[config.mk]
export PLATFORM = sky130hd
export DESIGN_NAME = user_activity_aging_table
export DESIGN_NICKNAME = d
export VERILOG_FILES = /design/src/hw/rtl/uaat_pkg.sv /design/src/hw/rtl/uaat_engine.sv /design/src/hw/rtl/user_activity_aging_table.sv
export SDC_FILE = /design/constraint.sdc
export NUM_CORES = 1
export LEC_CHECK = 0
export BUFFER_PORTS_ARGS = -buffer_cell sky130_fd_sc_hd__buf_4
export CAP_MARGIN = 20
export CORE_MARGIN = 8
export CORE_UTILIZATION = 45
export DETAILED_ROUTE_END_ITERATION = 8
export PLACE_DENSITY_LB_ADDON = 0.12
export SETUP_SLACK_MARGIN = 0.4
export SLEW_MARGIN = 5
export SYNTH_ARGS = -nofsm -noshare
export SYNTH_HDL_FRONTEND = slang
export SYNTH_SLANG_ARGS = --single-unit
[constraint.sdc]
create_clock -name clk_i -period 5.3 [get_ports clk_i]
set_input_delay 1.06 -clock clk_i [delete_from_list [all_inputs] [get_ports clk_i]]
set_output_delay 1.06 -clock clk_i [all_outputs]
set_load 0.005 [all_outputs]
[src/hw/rtl/uaat_pkg.sv]
`timescale 1ns / 1ps
`default_nettype none
// ----------------------------------------------------------------------------
// uaat_pkg
// Shared types, codes and constants of the user activity aging table.
// ----------------------------------------------------------------------------
package uaat_pkg;

  localparam int unsigned SlotsDefault = 16;
  localparam int unsigned UserW        = 16;
  localparam int unsigned TimeW        = 32;
  localparam int unsigned SlotW        = 4;

  // Five minutes in milliseconds.
  localparam logic [TimeW-1:0] TimeoutReset = TimeW'(5 * 60 * 1000);

  typedef enum logic {
    OP_MARK  = 1'b0,
    OP_QUERY = 1'b1
  } op_e;

  typedef enum logic [2:0] {
    ACT_REFRESH  = 3'd0,
    ACT_INSERT   = 3'd1,
    ACT_RECYCLE  = 3'd2,
    ACT_IGNORE   = 3'd3,
    ACT_ACTIVE   = 3'd4,
    ACT_EXPIRED  = 3'd5,
    ACT_NOTFOUND = 3'd6
  } action_e;

  typedef struct packed {
    op_e                     op;
    logic signed [UserW-1:0] user_id;
    logic [TimeW-1:0]        now_ms;
  } req_t;

  typedef struct packed {
    action_e          action;
    logic             is_active;
    logic [SlotW-1:0] slot;
  } res_t;

  typedef struct packed {
    logic [UserW-1:0] user;
    logic [TimeW-1:0] last_seen;
  } entry_t;

endpackage
`default_nettype wire

[src/hw/rtl/uaat_engine.sv]
`timescale 1ns / 1ps
`default_nettype none
// ----------------------------------------------------------------------------
// uaat_engine
// Table memory, valid bits and the scan/decide sequencer. One linear pass
// over the memory finds the first match, the lowest free slot and the oldest
// entry; the decide state writes back and hands out the result.
// ----------------------------------------------------------------------------
module uaat_engine
  import uaat_pkg::*;
#(
  parameter int unsigned Slots = SlotsDefault
) (
  input  wire logic             clk_i,
  input  wire logic             rst_ni,
  input  wire logic [TimeW-1:0] timeout_i,
  input  wire logic             req_valid_i,
  output logic                  req_ready_o,
  input  wire req_t             req_i,
  output logic                  res_valid_o,
  input  wire logic             res_ready_i,
  output res_t                  res_o
);

  localparam int unsigned IdxW = $clog2(Slots);
  localparam logic [IdxW:0] SlotsCnt = (IdxW + 1)'(Slots);

  typedef enum logic [1:0] {
    ST_IDLE,
    ST_SCAN,
    ST_DECIDE
  } state_e;

  state_e           state_q;
  req_t             req_q;
  logic [IdxW:0]    cnt_q;
  logic             rd_pend_q;
  logic [IdxW-1:0]  rd_idx_q;
  entry_t           rd_data_q;
  logic             found_q;
  logic [IdxW-1:0]  match_idx_q;
  logic [TimeW-1:0] match_ts_q;
  logic             free_q;
  logic [IdxW-1:0]  free_idx_q;
  logic [IdxW-1:0]  old_idx_q;
  logic [TimeW-1:0] old_ts_q;
  logic             valid_q [Slots];
  entry_t           mem [Slots];

  logic             mem_re;
  logic             rd_hit;
  logic             rd_free;
  logic             rd_older;
  logic [UserW-1:0] user_u;
  logic [TimeW-1:0] age;
  logic             fire;
  logic             wr_en;
  logic             set_valid;
  logic             clr_valid;
  logic [IdxW-1:0]  wr_idx;
  res_t             res;

  assign user_u   = $unsigned(req_q.user_id);
  assign mem_re   = (state_q == ST_SCAN) && (cnt_q < SlotsCnt);
  assign rd_hit   = rd_pend_q && valid_q[rd_idx_q] && (rd_data_q.user == user_u);
  assign rd_free  = rd_pend_q && !valid_q[rd_idx_q];
  assign rd_older = rd_pend_q && ((rd_idx_q == '0) || (rd_data_q.last_seen < old_ts_q));
  assign age      = req_q.now_ms - match_ts_q;

  assign req_ready_o = (state_q == ST_IDLE);
  assign res_valid_o = (state_q == ST_DECIDE);
  assign fire        = (state_q == ST_DECIDE) && res_ready_i;
  assign res_o       = res;

  // Pick the outcome from what the scan collected.
  always_comb begin
    res.action    = ACT_IGNORE;
    res.is_active = 1'b0;
    res.slot      = '0;
    wr_en         = 1'b0;
    set_valid     = 1'b0;
    clr_valid     = 1'b0;
    wr_idx        = match_idx_q;
    unique case (req_q.op)
      OP_MARK: begin
        if ((req_q.user_id == '0) || req_q.user_id[UserW-1]) begin
          res.action = ACT_IGNORE;
        end else if (found_q) begin
          res.action = ACT_REFRESH;
          res.slot   = SlotW'(match_idx_q);
          wr_en      = 1'b1;
        end else if (free_q) begin
          res.action = ACT_INSERT;
          res.slot   = SlotW'(free_idx_q);
          wr_idx     = free_idx_q;
          wr_en      = 1'b1;
          set_valid  = 1'b1;
        end else begin
          res.action = ACT_RECYCLE;
          res.slot   = SlotW'(old_idx_q);
          wr_idx     = old_idx_q;
          wr_en      = 1'b1;
          set_valid  = 1'b1;
        end
      end
      OP_QUERY: begin
        if (!found_q) begin
          res.action = ACT_NOTFOUND;
        end else if (age <= timeout_i) begin
          res.action    = ACT_ACTIVE;
          res.is_active = 1'b1;
          res.slot      = SlotW'(match_idx_q);
        end else begin
          res.action = ACT_EXPIRED;
          res.slot   = SlotW'(match_idx_q);
          clr_valid  = 1'b1;
        end
      end
      default: begin
        res.action = ACT_IGNORE;
      end
    endcase
  end

  // Table memory: one write port, one registered read port.
  always_ff @(posedge clk_i) begin
    if (fire && wr_en) begin
      mem[wr_idx] <= '{user: user_u, last_seen: req_q.now_ms};
    end
    if (mem_re) begin
      rd_data_q <= mem[cnt_q[IdxW-1:0]];
    end
  end

  always_ff @(posedge clk_i or negedge rst_ni) begin
    if (!rst_ni) begin
      valid_q <= '{default: 1'b0};
    end else if (fire) begin
      if (set_valid) begin
        valid_q[wr_idx] <= 1'b1;
      end else if (clr_valid) begin
        valid_q[match_idx_q] <= 1'b0;
      end
    end
  end

  always_ff @(posedge clk_i or negedge rst_ni) begin
    if (!rst_ni) begin
      state_q   <= ST_IDLE;
      cnt_q     <= '0;
      rd_pend_q <= 1'b0;
      found_q   <= 1'b0;
      free_q    <= 1'b0;
    end else begin
      unique case (state_q)
        ST_IDLE: begin
          if (req_valid_i) begin
            cnt_q   <= '0;
            found_q <= 1'b0;
            free_q  <= 1'b0;
            state_q <= ST_SCAN;
          end
        end
        ST_SCAN: begin
          if (mem_re) begin
            cnt_q <= cnt_q + 1'b1;
          end
          rd_pend_q <= mem_re;
          if (rd_hit) begin
            found_q <= 1'b1;
          end
          if (rd_free) begin
            free_q <= 1'b1;
          end
          // Leave once the last read has been looked at.
          if (!mem_re && !rd_pend_q) begin
            state_q <= ST_DECIDE;
          end
        end
        ST_DECIDE: begin
          if (res_ready_i) begin
            state_q <= ST_IDLE;
          end
        end
        default: begin
          state_q <= ST_IDLE;
        end
      endcase
    end
  end

  always_ff @(posedge clk_i) begin
    if (req_valid_i && (state_q == ST_IDLE)) begin
      req_q <= req_i;
    end
    rd_idx_q <= cnt_q[IdxW-1:0];
    if (rd_hit && !found_q) begin
      match_idx_q <= rd_idx_q;
      match_ts_q  <= rd_data_q.last_seen;
    end
    if (rd_free && !free_q) begin
      free_idx_q <= rd_idx_q;
    end
    if (rd_older) begin
      old_idx_q <= rd_idx_q;
      old_ts_q  <= rd_data_q.last_seen;
    end
  end

endmodule
`default_nettype wire

[src/hw/rtl/user_activity_aging_table.sv]
`timescale 1ns / 1ps
`default_nettype none
// ----------------------------------------------------------------------------
// user_activity_aging_table
// Table of user ids with last-seen timestamps, marked and queried by stream.
//
// Input stream: tuser carries the opcode (mark or query), tdata carries the
// signed user id and the current millisecond time. Output stream: one result
// item per input item; tuser carries the action code, tdata the active flag
// and the slot index.
// The timeout register is written through cfg_we_i / cfg_wdata_i; the user must
// write it only while the block is idle, as the block itself does not enforce
// this. Reset loads five minutes. For each item the table memory is read one
// entry per cycle in a single pass, the read pipeline drains, the decide state
// writes back, and the idle state takes the next item.
// The output register lets the next item be accepted while a result waits;
// if the receiver keeps stalling, the second result holds in the engine and
// no further item is taken.
// Reset clears every valid bit at once; no clearing pass is needed.
// ----------------------------------------------------------------------------
module user_activity_aging_table
  import uaat_pkg::*;
#(
  parameter int unsigned SLOTS = SlotsDefault
) (
  input  wire logic        clk_i,
  input  wire logic        rst_ni,
  input  wire logic        cfg_we_i,
  input  wire logic [31:0] cfg_wdata_i,      // timeout_ms
  input  wire logic        s_axis_tvalid_i,
  output logic             s_axis_tready_o,
  input  wire logic [47:0] s_axis_tdata_i,   // [15:0] user_id, [47:16] now_ms
  input  wire logic        s_axis_tuser_i,   // [0] opcode
  output logic             m_axis_tvalid_o,
  input  wire logic        m_axis_tready_i,
  output logic [7:0]       m_axis_tdata_o,   // [0] is_active, [4:1] slot, [7:5] zero
  output logic [2:0]       m_axis_tuser_o    // [2:0] action
);

  logic [TimeW-1:0] timeout_q;
  req_t             req;
  logic             res_valid;
  logic             res_ready;
  res_t             res;
  logic             out_valid_q;
  res_t             out_q;

  always_ff @(posedge clk_i or negedge rst_ni) begin
    if (!rst_ni) begin
      timeout_q <= TimeoutReset;
    end else if (cfg_we_i) begin
      timeout_q <= cfg_wdata_i;
    end
  end

  assign req.op      = op_e'(s_axis_tuser_i);
  assign req.user_id = s_axis_tdata_i[UserW-1:0];
  assign req.now_ms  = s_axis_tdata_i[UserW +: TimeW];

  uaat_engine #(
    .Slots(SLOTS)
  ) u_engine (
    .clk_i       (clk_i),
    .rst_ni      (rst_ni),
    .timeout_i   (timeout_q),
    .req_valid_i (s_axis_tvalid_i),
    .req_ready_o (s_axis_tready_o),
    .req_i       (req),
    .res_valid_o (res_valid),
    .res_ready_i (res_ready),
    .res_o       (res)
  );

  // Output register: load when empty or being drained.
  assign res_ready = !out_valid_q || m_axis_tready_i;

  always_ff @(posedge clk_i or negedge rst_ni) begin
    if (!rst_ni) begin
      out_valid_q <= 1'b0;
    end else if (res_ready) begin
      out_valid_q <= res_valid;
    end
  end

  always_ff @(posedge clk_i) begin
    if (res_ready && res_valid) begin
      out_q <= res;
    end
  end

  assign m_axis_tvalid_o = out_valid_q;
  assign m_axis_tdata_o  = {3'b000, out_q.slot, out_q.is_active};
  assign m_axis_tuser_o  = out_q.action;

endmodule
`default_nettype wire

* Word-level counts from Yosys, hierarchy flattened *
Memories as Yosys holds them, arrays and structs flattened. A register that Yosys moved wholly into a read port is not among the register bits.
Index checks and enable logic that the tools add are counted.

word-level totals
  bits in registers = 196
  memories = 1
  output and inout bits = 13
  word-level logic and storage cells = 140
  bits of input ports = 86
  RAM bits = 768

cells by class
  bitwise operators = 7
  muxes and demuxes = 45
  $lt $le $gt $ge = 8
  add/sub/neg operators = 2
  equal/unequal tests = 9
  reduce and logical (&&, ||, !) cells = 33

memories
  memory        depth  bits a word  read ports  clocked after Yosys merged registers in  write ports  RTL line           source
  u_engine.mem  16     48           1           1                                        1            uaat_engine.sv:48  entry_t mem [Slots];

operators by type and width
  kind                                                                     count
  32-bit <= comparator                                                     1
  32-bit < comparator                                                      1
  16-bit 2-to-1 mux                                                        2
  32-bit subtractor                                                        1
  4-bit 2-to-1 mux                                                         6
  1-bit 2-to-1 mux                                                         19
  16-bit bitwise AND                                                       1
  16-bit == test                                                           1
  16-bit zero test                                                         1
  16-bit inverter                                                          1
  16-bit bitwise OR                                                        1
  5-bit >= comparator, second input constant                               3
  4-bit inverter with 5-bit output                                         3
  1-bit logical AND                                                        13
  3-bit AND reduction                                                      4
  5-bit by 1-bit < comparator with 1-bit output, second input constant     2
  5-bit 2-to-1 mux                                                         2
  5-bit case mux with 2 select lines                                       1
  3-bit 2-to-1 mux                                                         3
  1-bit demux with 4-bit select                                            2
  2-bit 2-to-1 mux                                                         4
  2-bit by 1-bit inequality test with 1-bit output, second input constant  4
  4-bit case mux with 2 select lines                                       1
  1-bit zero test                                                          6
  other kinds (15)                                                         21

* Depth between registers and ports, before layout *
Gate-level depths: netlist (run 1).

  word-level depth = 11
  mapped depth = 20
  gate-level depth less buffers = 20

* Modules after synthesis *
A second synthesis (run 1) with hierarchy kept.

unflattened totals
  cell total of the unflattened synthesis = 2007
  area, all modules = 40740.3 sq um

by module, submodules not included
  module                     cells each  area an instance (sq um)  sequential area each (sq um)  instances
  uaat_engine                1923        39075.0                   28987.8                       1
  user_activity_aging_table  84          1665.3                    1076.0                        1

* Least setup slack after synthesis (run 1) *
OpenSTA, ideal clock, no wires.

  kind = reg2reg
  from = register u_engine.req_q, in the netlist u_engine.user_u[7]
  to = memory u_engine.mem[7][0] (netlist name) (enable)
  setup time = 0.454 ns
  stages on the path, launching flop included = 9
  buffers on the path = 1
  period minus slack after synthesis = 4.534 ns
  arrival = 4.080 ns
  required time = 4.846 ns
  setup slack = 0.766 ns
  path through = edfxtp_1 nor4_2 a41oi_2 nor2b_4 nor2b_4 buf_6 o21a_4 or3_4 nor2_1

between the ends
  longest elaborated chain between the ends = 7
  elaborated cells on any way between the ends = 9
  classes of those cells = mux (6); reduce/logical (3)

ends and longest elaborated chain
  what                                    RTL line            source
  start: declaration                      uaat_engine.sv:35   req_t req_q;
  start signal: assignment                uaat_engine.sv:194  req_q <= req_i;
  16-bit zero test (*)                    uaat_engine.sv:86   if ((req_q.user_id == '0) || req_q.user_id[UserW-1]) begin
  1-bit logical OR (*)                    uaat_engine.sv:86
  1-bit 2-to-1 mux                        uaat_engine.sv:86
  1-bit 2-to-1 mux                        uaat_engine.sv:84   unique case (req_q.op)
  1-bit logical AND                       uaat_engine.sv:127  if (fire && wr_en) begin
  1-bit 2-to-1 mux                        uaat_engine.sv:127
  1-bit 2-to-1 mux (not written as such)  uaat_engine.sv:128  mem[wr_idx] <= '{user: user_u, last_seen: req_q.now_ms};
  end: declaration                        uaat_engine.sv:48

Mark *: on every way between the ends. The rest lies on a longest branch, timed or not.

* Final worst setup path (run 1) *
  from = register u_engine.req_q[14] (netlist name)
  to = register u_engine.valid_q[6] (netlist name)

between the ends
  longest elaborated chain between the ends = 7

ends and longest elaborated chain
  what                                  RTL line            source
  32-bit subtractor                     uaat_engine.sv:68   assign age = req_q.now_ms - match_ts_q;
  32-bit <= comparator                  uaat_engine.sv:109  end else if (age <= timeout_i) begin
  1-bit 2-to-1 mux                      uaat_engine.sv:109
  1-bit 2-to-1 mux                      uaat_engine.sv:107  if (!found_q) begin
  1-bit 2-to-1 mux                      uaat_engine.sv:84
  2-bit nonzero test (no source line)   --
  2-bit AND reduction (no source line)  --
  end signal: assignment                uaat_engine.sv:137  valid_q <= '{default: 1'b0};
  end signal: indexed assignment        uaat_engine.sv:140  valid_q[wr_idx] <= 1'b1;
  end signal: indexed assignment        uaat_engine.sv:142  valid_q[match_idx_q] <= 1'b0;
  end: declaration                      uaat_engine.sv:47   logic valid_q [Slots];

No other way between the ends.
A chain may end at the register's enable or synchronous reset.

==> results.json, run 1 <==
{
  "outcome": "finished, final reports clean",
  "detail_route.vias_per_cell": 5.75,
  "net_total_in_the_final_layout": 2460,
  "start_util": 0.453,
  "detail_route.iter0.violations": 1743,
  "netlist-cell-type-count": 74,
  "design_area_sq_um": 47100,
  "power.total_uw": 22800,
  "chipWidth_um": 316,
  "achievable-frequency_mhz": 217,
  "clk_pin_slew_ns": 0.06,
  "share_comb_of_total_power": 0.225,
  "netlist.top_cell.by_area": "edfxtp_1",
  "synthesis.instances": 2050,
  "routed_wl_um": 97900,
  "clock_power_share": 0.317,
  "tritoncts.num_buffers": 107,
  "layout.filler_cells": 7085,
  "synth.yosys.warnings": 0,
  "drive_above_1_share": 0.275,
  "synth_area_per_cell_sq_um": 19.8,
  "vias": 20400,
  "rr_worst_depth": 17,
  "maxCapViolations": 0,
  "min_period_over_period": 0.871,
  "grt-ovfl-total": 0,
  "synthesis.area_sq_um": 40600,
  "antenna_cells_inserted": 0,
  "unrepaired_setup_endpoints_after_global_routing": "no",
  "synth_top_cells_by_area": "edfxtp_1, mux4_2, dfrtp_1",
  "cp-start-kind": "register",
  "h-tree-depth": 3,
  "clock_skew_ns": 0.0147,
  "power-per-cell-area_nw_per_um2": 484,
  "drtPass1Iterations": 5,
  "drv_slew": 0,
  "grt_antenna_before_repair": 2,
  "crit_path_dat_ns": 5.21,
  "max-vdd-ir-drop_uv": 318,
  "drt-wirelength-per-cell_um": 27.6,
  "core_area_sq_um": 89700,
  "synth_top_cell_area_share": 0.702,
  "finalHoldViolations": 0,
  "post-route-min-period_ns": 4.61,
  "first_global_vias": 20800,
  "synth_edf_count": 949,
  "final.setup.tns_ns": 0,
  "final_common_cell": "edfxtp_1",
  "area_growth_syn_to_layout_pct": 16.0,
  "ys_seq_area_frac": 0.740,
  "worstSetupEndpointType": "register",
  "post-place-ws_ns": 0.302,
  "clk_root_buffer_cell": "clkbuf_16",
  "dominantRegCellSynth": "edfxtp_1",
  "dpl.hpwl_um": 57100,
  "worst_slew_margin_rel": 0.306,
  "power_switching_uw": 6290,
  "placed_area_sq_um": 43500,
  "place.port_buffers": 95,
  "report.final.setup_viol": 0,
  "timing.setup.critical_path_class": "reg2reg",
  "post_cts_hold_buffer_count": 0,
  "leakagePower_uw": 0.0161,
  "seqPwrFrac": 0.458,
  "worstPathRequired_ns": 5.90,
  "drtAntennaViolNets": 0,
  "clkLatencyLatePin_ns": 0.66,
  "p_int_uw": 16500,
  "synth.ff_latch_count": 1012,
  "clock-sinks": 1012,
  "clock_path_buffers": 3,
  "grt_pass1_wl_um": 143000,
  "grt_start_max_net_pins": 79,
  "path_max_fanout": 17,
  "commonest_cells_after_routing_fill_and_taps_aside": "edfxtp_1, mux4_2, buf_4",
  "max_slew.worst_pin.slew_ns": 1.04,
  "power.share.switching": 0.276,
  "setup_slack_ns": 0.685,
  "grt_usage": 0.197,
  "min_path_type": "in2async",
  "num_io_pins": 99,
  "die_height_um": 316,
  "routabilityCongestion": 0.922,
  "synth-async-reset-ratio": 0.0583,
  "cts_tree": "yes",
  "design.die.area_sq_um": 100000,
  "floorplan.rows": 110,
  "route.detailed.drc": 0
}
==> worst max-delay path, stage by stage, from the launching register on <==
cell and delay (ns):
edfxtp_1 0.61, ha_1 0.46, a21oi_1 0.25, o21ai_0 0.14, a221oi_1 0.35, nand3b_1 0.13
o221ai_2 0.26, o21ai_2 0.15, xor2_1 0.16, ha_1 0.30, a21o_1 0.19, a21o_1 0.17
a21oi_1 0.19, o211ai_1 0.12, a221o_1 0.41, o21ai_0 0.40, o21ai_0 0.15, nand2_1 0.10
==> logic make-up after synthesis <==
group	count (synthesis)	share of synthesized area
multiplexers	254	0.138
flip-flops	1012	0.740
adder cells (fa/ha/maj)	96	0.0298
other	1	0.0000923
buffers and inverters	191	0.0186
XOR/XNOR	45	0.00970
AND/OR/NAND/NOR	230	0.0279
AO/OA/AOI/OAI	221	0.0353
==> state kept, by name, summed over array words and instances (netlist names), 5 cells and up <==
name	count
m_axis_tdata_o	5
timeout_q	32
u_engine.cnt_q	5
u_engine.match_ts_q	32
u_engine.mem	768
u_engine.old_ts_q	32
u_engine.rd_data_q	48
u_engine.req_q	33
u_engine.user_u	16
u_engine.valid_q	16
==> final cells by class <==
| type | instances | area, sq um | share of cell area |
|---|---|---|---|
| timing repair buffer | 188 | 1700 | 0.0361 |
| clock inverter | 65 | 559 | 0.0119 |
| sequential | 1012 | 30100 | 0.638 |
| clock buffer | 132 | 2820 | 0.0599 |
| multi-input combinational | 849 | 10000 | 0.213 |
| inverter | 120 | 452 | 0.00959 |
| tap | 1176 | 1470 | 0.0312 |
==> Yosys cell counts (all sizes together) (3+ instances only) <==
library cell	count
a31oi	7
a21oi	41
xor2	7
nor3	10
a22oi	8
nand4	23
ha	95
dfrtp	51
or4	6
edfxtp	949
mux2i	3
o21bai	3
nor4	6
nand3	14
nor2b	8
a41oi	4
o21a	15
nand2	86
o41ai	6
nand2b	7
a21o	30
xnor2	38
a211oi	3
dfstp	8
nor2	53
o211ai	4
o21ai	78
buf	25
and3	3
or3	5
clkbuf	46
mux4	245
dfxtp	4
mux2	6
inv	120
==> power groups by stage <==
stage	registers, uW	logic, uW	clock network [uW]
final	10400	5140	7230
after global routing	10500	5600	7680
after CTS	10500	5170	7390
after detailed placement	10600	5150	0
after global placement	10600	5080	0
after floorplan	10200	3840	0
==> path summary, 6_finish.rpt <==
path,startpoint,slack (ns),to
worst max register to register,u_engine.req_q[14]$_DFFE_PP_,0.69,u_engine.valid_q[6]$_DFFE_PN0P_
worst min-delay path,rst_ni,0.46,timeout_q[0]$_DFFE_PN0P_
worst min register to register,u_engine.rd_data_q[13]$_DFFE_PP_,0.47,u_engine.old_ts_q[13]$_DFFE_PP_
min in group clk_i,u_engine.rd_data_q[13]$_DFFE_PP_,0.47,u_engine.old_ts_q[13]$_DFFE_PP_
max in group asynchronous,rst_ni,4.24,u_engine.cnt_q[3]$_DFFE_PN0P_
worst max-delay path,u_engine.req_q[14]$_DFFE_PP_,0.69,u_engine.valid_q[6]$_DFFE_PN0P_
==> routing by layer <==
layer | vias up | wire, um | GRT usage | share of wire
met5 | - | 0 | 0 | 0
met2 | 685 | 46400 | 0.314 | 0.47
met3 | 146 | 5420 | 0.0275 | 0.055
met1 | 10800 | 43800 | 0.286 | 0.45
met4 | 0 | 2340 | 0.0552 | 0.024
li1 | 8786 | - | - | -
==> stage by stage <==
stage	std cells	util	hold slack [ns]
after floorplan	2052	-	0.345
after global placement	3327	0.484	0.467
after detailed placement	3327	0.484	0.469
after CTS	3527	0.522	0.448
after global routing	3542	0.525	0.483
final	3542	0.525	0.460
==> what timing repair did <==
item,4_1_cts,5_1_grt
setup endpoints to repair,12,18
buffers inserted,3,14
pin swaps,0,5
resized for setup,0,17
Power figures use the tool's default switching activity.
==> run 2: changes to the inputs <==
--- a/config.mk
+++ b/config.mk
@@ -11,6 +11,7 @@
 export CORE_UTILIZATION = 45
 export DETAILED_ROUTE_END_ITERATION = 8
 export PLACE_DENSITY_LB_ADDON = 0.12
+export RECOVER_POWER = 50
 export SETUP_SLACK_MARGIN = 0.4
 export SLEW_MARGIN = 5
 export SYNTH_ARGS = -nofsm -noshare
==> run 2 against run 1 <==
- final area down 0.53%
- clock power about the same
- critical path type unchanged
- maximum frequency down 3.2%
- register-to-register slack worse by 0.15 ns
- combinational power about the same
- die area unchanged
- count of clock-buffer cells in the layout unchanged
- the run now ends with max-capacitance violations, max-slew violations left
- non-clock buffer count unchanged
==> results.json, run 2 (synthesized netlist as in run 1, its figures left out) <==
{
  "maxCapViolations": 6,
  "drt-wirelength-per-cell_um": 27.6,
  "routed_wl_um": 97900,
  "core_area_sq_um": 89700,
  "tritoncts.num_buffers": 107,
  "report.final.setup_viol": 0,
  "worstPathRequired_ns": 5.89,
  "path_max_fanout": 12,
  "outcome": "finished with violations",
  "worstSetupEndpointType": "register",
  "post-route-min-period_ns": 4.77,
  "grt_pass1_wl_um": 143000,
  "design.die.area_sq_um": 100000,
  "achievable-frequency_mhz": 210,
  "clk_pin_slew_ns": 0.06,
  "antenna_cells_inserted": 0,
  "post-place-ws_ns": 0.302,
  "final.setup.tns_ns": 0,
  "grt_usage": 0.197,
  "final_common_cell": "edfxtp_1",
  "h-tree-depth": 3,
  "drive_above_1_share": 0.251,
  "most_flop_heavy_register": "u_engine.mem",
  "worst_hold_slack_across_all_endpoints_ns": 0.476,
  "largest_register_ff_count": 768,
  "die_height_um": 316,
  "area_growth_syn_to_layout_pct": 15.4,
  "clk_root_buffer_cell": "clkbuf_16",
  "grt-ovfl-total": 0,
  "place.port_buffers": 95,
  "finalHoldViolations": 0,
  "net_total_in_the_final_layout": 2460,
  "detail_route.vias_per_cell": 5.74,
  "power.total_uw": 22800,
  "chipWidth_um": 316,
  "grt_start_max_net_pins": 79,
  "leakagePower_uw": 0.0158,
  "dpl.hpwl_um": 57100,
  "clkLatencyLatePin_ns": 0.66,
  "drtPass1Iterations": 5,
  "clock_path_buffers": 3,
  "clock-sinks": 1012,
  "routabilityCongestion": 0.922,
  "cp-start-kind": "register",
  "start_util": 0.453,
  "vias": 20300,
  "first_global_vias": 20800,
  "route.detailed.drc": 0,
  "max-vdd-ir-drop_uv": 319,
  "drtAntennaViolNets": 0,
  "clock_skew_ns": 0.0165,
  "timing.setup.critical_path_class": "reg2reg",
  "grt_antenna_before_repair": 2,
  "unrepaired_setup_endpoints_after_global_routing": "no",
  "min_period_over_period": 0.899,
  "setup_slack_ns": 0.533,
  "worst_slew_margin_rel": -1.86,
  "registers_with_the_highest_flip_flop_counts": "u_engine.mem: 768 flops, u_engine.rd_data_q: 48 flops, u_engine.req_q: 33 flops",
  "num_io_pins": 99,
  "cts_tree": "yes",
  "crit_path_dat_ns": 5.36,
  "failed_checks": "max-capacitance violations, max-slew violations",
  "detail_route.iter0.violations": 1785,
  "min_path_type": "reg2reg",
  "floorplan.rows": 110,
  "drv_slew": 267,
  "power-per-cell-area_nw_per_um2": 487,
  "commonest_cells_after_routing_fill_and_taps_aside": "edfxtp_1, mux4_2, inv_1",
  "max_slew.worst_pin.slew_ns": 4.29
}
## run 2: changes by cell type in the layout (fill, tap and decap cells not counted)
| cell | change |
|---|---|
| clkbuf_4 | +35 |
| dfrtp_4 | -3 |
| buf_12 | -3 |
| inv_2 | -1 |
| inv_1 | +1 |
| buf_4 | -85 |
| clkbuf_1 | +53 |
| dfrtp_1 | +3 |
## run 2: worst max-delay path, stage by stage, from the launching register on
cell	delay (ns)
edfxtp_1	0.32
clkbuf_1	0.45
ha_1	0.40
a21oi_1	0.27
o21ai_0	0.15
a221oi_1	0.35
nand3b_1	0.13
o221ai_2	0.26
o21ai_2	0.15
xor2_1	0.16
ha_1	0.30
a21o_1	0.19
a21o_1	0.17
a21oi_1	0.19
o211ai_1	0.12
a221o_1	0.41
o21ai_0	0.42
o21ai_0	0.16
nand2_1	0.10
## run 2: routing by layer
metal | share of wire | up-vias | track usage
met3 | 0.054 | 144 | 0.0275
met1 | 0.45 | 10700 | 0.286
met5 | 0 | - | 0
li1 | - | 8787 | -
met2 | 0.48 | 644 | 0.314
met4 | 0.023 | 0 | 0.0552
## run 2: path summary, 6_finish.rpt
kind	from	to	slack, ns	cells past startpoint
worst max register to register	u_engine.req_q[12]$_DFFE_PP_	u_engine.valid_q[6]$_DFFE_PN0P_	0.53	18
min in group asynchronous	rst_ni	timeout_q[0]$_DFFE_PN0P_	1.47	1
worst min-delay path	u_engine.rd_data_q[13]$_DFFE_PP_	u_engine.old_ts_q[13]$_DFFE_PP_	0.48	0
worst min register to register	u_engine.rd_data_q[13]$_DFFE_PP_	u_engine.old_ts_q[13]$_DFFE_PP_	0.48	0
worst max-delay path	u_engine.req_q[12]$_DFFE_PP_	u_engine.valid_q[6]$_DFFE_PN0P_	0.53	18
max in group asynchronous	rst_ni	u_engine.cnt_q[3]$_DFFE_PN0P_	1.72	1
## run 2: power by group
group / internal [uW] / switching (uW)
Clock: 4200 / 3020
Combinational: 2590 / 2580
Sequential: 9750 / 682
Total: 16500 / 6280
## run 2: timing repair
| item | in CTS | in global routing |
|---|---|---|
| pin swaps | 0 | 5 |
| setup buffers | 3 | 14 |
| resized for setup | 0 | 17 |
| hold buffers | 0 | 0 |
| endpoints found under the hold margin | 0 | 0 |
| setup endpoints to repair | 12 | 18 |
## run 2: cell type report
type / count / area (sq um)
Clock inverter: 65 / 559
Inverter: 120 / 452
Fill cell: 7115 / 42900
Tap cell: 1176 / 1470
Multi-Input combinational cell: 849 / 10000
Sequential cell: 1012 / 30100
Timing Repair Buffer: 188 / 1460
Clock buffer: 132 / 2820
## run 2: per-stage QoR
| step | cells | util | area [sq um] |
|---|---|---|---|
| final | 3542 | 0.522 | 46900 |
| after global routing | 3542 | 0.522 | 46900 |
| after CTS | 3527 | 0.522 | 46900 |
| after detailed placement | 3327 | 0.484 | 43500 |
| after global placement | 3327 | 0.484 | 43500 |
| after floorplan | 2052 | - | 40600 |
==> run 3: changes to the inputs <==
--- a/config.mk
+++ b/config.mk
@@ -10,7 +10,7 @@
 export CORE_MARGIN = 8
 export CORE_UTILIZATION = 45
 export DETAILED_ROUTE_END_ITERATION = 8
-export PLACE_DENSITY_LB_ADDON = 0.12
+export PLACE_DENSITY = 0.62
 export RECOVER_POWER = 50
 export SETUP_SLACK_MARGIN = 0.4
 export SLEW_MARGIN = 5
==> run 3 against run 2 <==
- the flow still finishes with violations (max-capacitance violations, max-slew violations)
- worst hold slack worse by 0.027 ns
- combinational power hardly changed
- setup slack worse by 0.029 ns
- critical path depth stayed put
- via count is 0.79% higher
- total power is 1.5% lower
==> results.json, run 3 (synthesized netlist as in run 1, its figures left out) <==
{
  "outcome": "finished with violations",
  "failed_checks": "max-capacitance violations, max-slew violations",
  "setup.worst_path.start": "u_engine.req_q[10]$_DFFE_PP_",
  "dpl.hpwl_um": 55000,
  "vias": 20500,
  "drive_above_1_share": 0.248,
  "start_util": 0.453,
  "route.detailed.drc": 0,
  "path_max_fanout": 13,
  "die_height_um": 316,
  "detail_route.vias_per_cell": 5.80,
  "cell_by_cell_listing_of_the_critical_path": "clkbuf_1 -> ha_1 -> or3_1 -> o21ai_0 -> a31oi_1 -> nor2_1 -> o21a_1 -> o21ai_0 -> xnor2_1 -> ha_1 -> nand4_1 -> or2_2 -> nor2_1 -> o21ai_0 -> a31oi_4 -> nor2_4 -> nor4_4 -> o21ai_0",
  "clock_path_buffers": 3,
  "most_flop_heavy_register": "u_engine.mem",
  "post-route-min-period_ns": 4.80,
  "power.share.switching": 0.276,
  "h-tree-depth": 3,
  "floorplan.rows": 110,
  "grt_usage": 0.192,
  "clock_power_share": 0.307,
  "maxCapViolations": 5,
  "routabilityCongestion": 0.921,
  "crit_top_cell": "o21ai_0",
  "clock-sinks": 1012,
  "first_global_vias": 20900,
  "routed_wl_um": 96300,
  "detail_route.iter0.violations": 2149,
  "max_slew.worst_pin.slew_ns": 3.32,
  "area_growth_syn_to_layout_pct": 15.1,
  "min_path_type": "reg2reg",
  "num_io_pins": 99,
  "clk_pin_slew_ns": 0.06,
  "drv_slew": 216,
  "chipWidth_um": 316,
  "grt_start_max_net_pins": 80,
  "timing.setup.critical_path_class": "reg2reg",
  "unrepaired_setup_endpoints_after_global_routing": "no",
  "grt-ovfl-total": 0,
  "clkLatencyLatePin_ns": 0.67,
  "crit_path_max_incr_delay_ns": 0.51,
  "rr_worst_depth": 18,
  "crit_path_dat_ns": 5.31,
  "seqPwrFrac": 0.464,
  "p_int_uw": 16300,
  "power_switching_uw": 6210,
  "cts_tree": "yes",
  "place.port_buffers": 95,
  "power-per-cell-area_nw_per_um2": 481,
  "worstSetupEndpointType": "register",
  "leakagePower_uw": 0.0158,
  "min-delay-start": "u_engine.req_q[10]$_DFFE_PP_",
  "finish.utilization": 0.521,
  "tritoncts.num_buffers": 102,
  "share_comb_of_total_power": 0.229,
  "clock_skew_ns": 0.0251,
  "cp-start-kind": "register",
  "design.die.area_sq_um": 100000,
  "largest_register_ff_count": 768,
  "final.setup.tns_ns": 0,
  "registers_with_the_highest_flip_flop_counts": "u_engine.mem: 768 flops, u_engine.rd_data_q: 48 flops, u_engine.req_q: 33 flops",
  "worst_slew_margin_rel": -1.21,
  "finalHoldViolations": 0,
  "grt_pass1_wl_um": 141000,
  "slowest_stage": "clkbuf_1",
  "clk_root_buffer_cell": "clkbuf_16",
  "report.final.setup_viol": 0,
  "drtPass1Iterations": 6,
  "grt_antenna_before_repair": 2,
  "achievable-frequency_mhz": 209,
  "commonest_cells_after_routing_fill_and_taps_aside": "edfxtp_1, mux4_2, inv_1",
  "max-vdd-ir-drop_uv": 307,
  "min_period_over_period": 0.905,
  "power.total_uw": 22500,
  "final_common_cell": "edfxtp_1",
  "worstReg2RegStart": "u_engine.req_q[10]$_DFFE_PP_",
  "core_area_sq_um": 89700,
  "whs_path_depth": 0,
  "drtAntennaViolNets": 0,
  "net_total_in_the_final_layout": 2453,
  "antenna_cells_inserted": 0,
  "drt-wirelength-per-cell_um": 27.3,
  "worstPathRequired_ns": 5.82
}
## run 3: layout make-up
class                      count  area, sq um
clock inverter                63          507
inverter                     120          452
fill                        7039        43000
tap                         1176         1470
multi-input combinational    849        10000
sequential                  1012        30100
clock buffer                 123         2700
timing repair buffer         186         1550
## run 3: path summary, 6_finish.rpt
kind,end,slack (ns)
worst max-delay path,u_engine.valid_q[12]$_DFFE_PN0P_,0.50
worst min-delay path,u_engine.mem[8][10]$_DFFE_PP_,0.45
worst max register to register,u_engine.valid_q[12]$_DFFE_PN0P_,0.50
worst min register to register,u_engine.mem[8][10]$_DFFE_PP_,0.45
max in group asynchronous,u_engine.cnt_q[0]$_DFFE_PN0P_,1.48
min in group asynchronous,u_engine.cnt_q[3]$_DFFE_PN0P_,1.51
## run 3: layer usage
metal	GRT usage	part of all wire	vias up
li1	-	-	8755
met1	0.273	0.43	10900
met2	0.315	0.49	698
met3	0.0291	0.060	122
met4	0.0447	0.020	2
met5	0	0.00013	-
## run 3: critical path: cells and delay by family, from the launching register on
family | cells | cell delay, ns
compound gates | 7 | 1.55
flops | 1 | 0.34
xor+xnor | 1 | 0.11
fa+ha+maj | 2 | 0.73
simple gates | 7 | 1.41
buf+inv | 1 | 0.51
## run 3: repair_timing
item,CTS,global route
resized for setup,1,9
setup endpoints to repair,11,18
hold buffers,0,0
setup buffers,6,22
## run 3: per-stage QoR
stage | setup WS (ns) | std cells | hold slack (ns) | instance area, sq um
2_1_floorplan | 0.766 | 2052 | 0.345 | 40600
3_5_place_dp | 0.328 | 3314 | 0.477 | 43400
5_1_grt | 0.225 | 3529 | 0.463 | 46700
3_3_place_gp | 0.494 | 3314 | 0.469 | 43400
6_report | 0.504 | 3529 | 0.449 | 46700
4_1_cts | 0.439 | 3506 | 0.472 | 46700
## run 3: power groups by stage
stage	logic [uW]	registers (uW)	clock network, uW
floorplan	3840	10200	0
global placement	4920	10700	0
detailed placement	4980	10700	0
CTS	5040	10600	7070
global route	5570	10500	7330
finish	5150	10400	6910
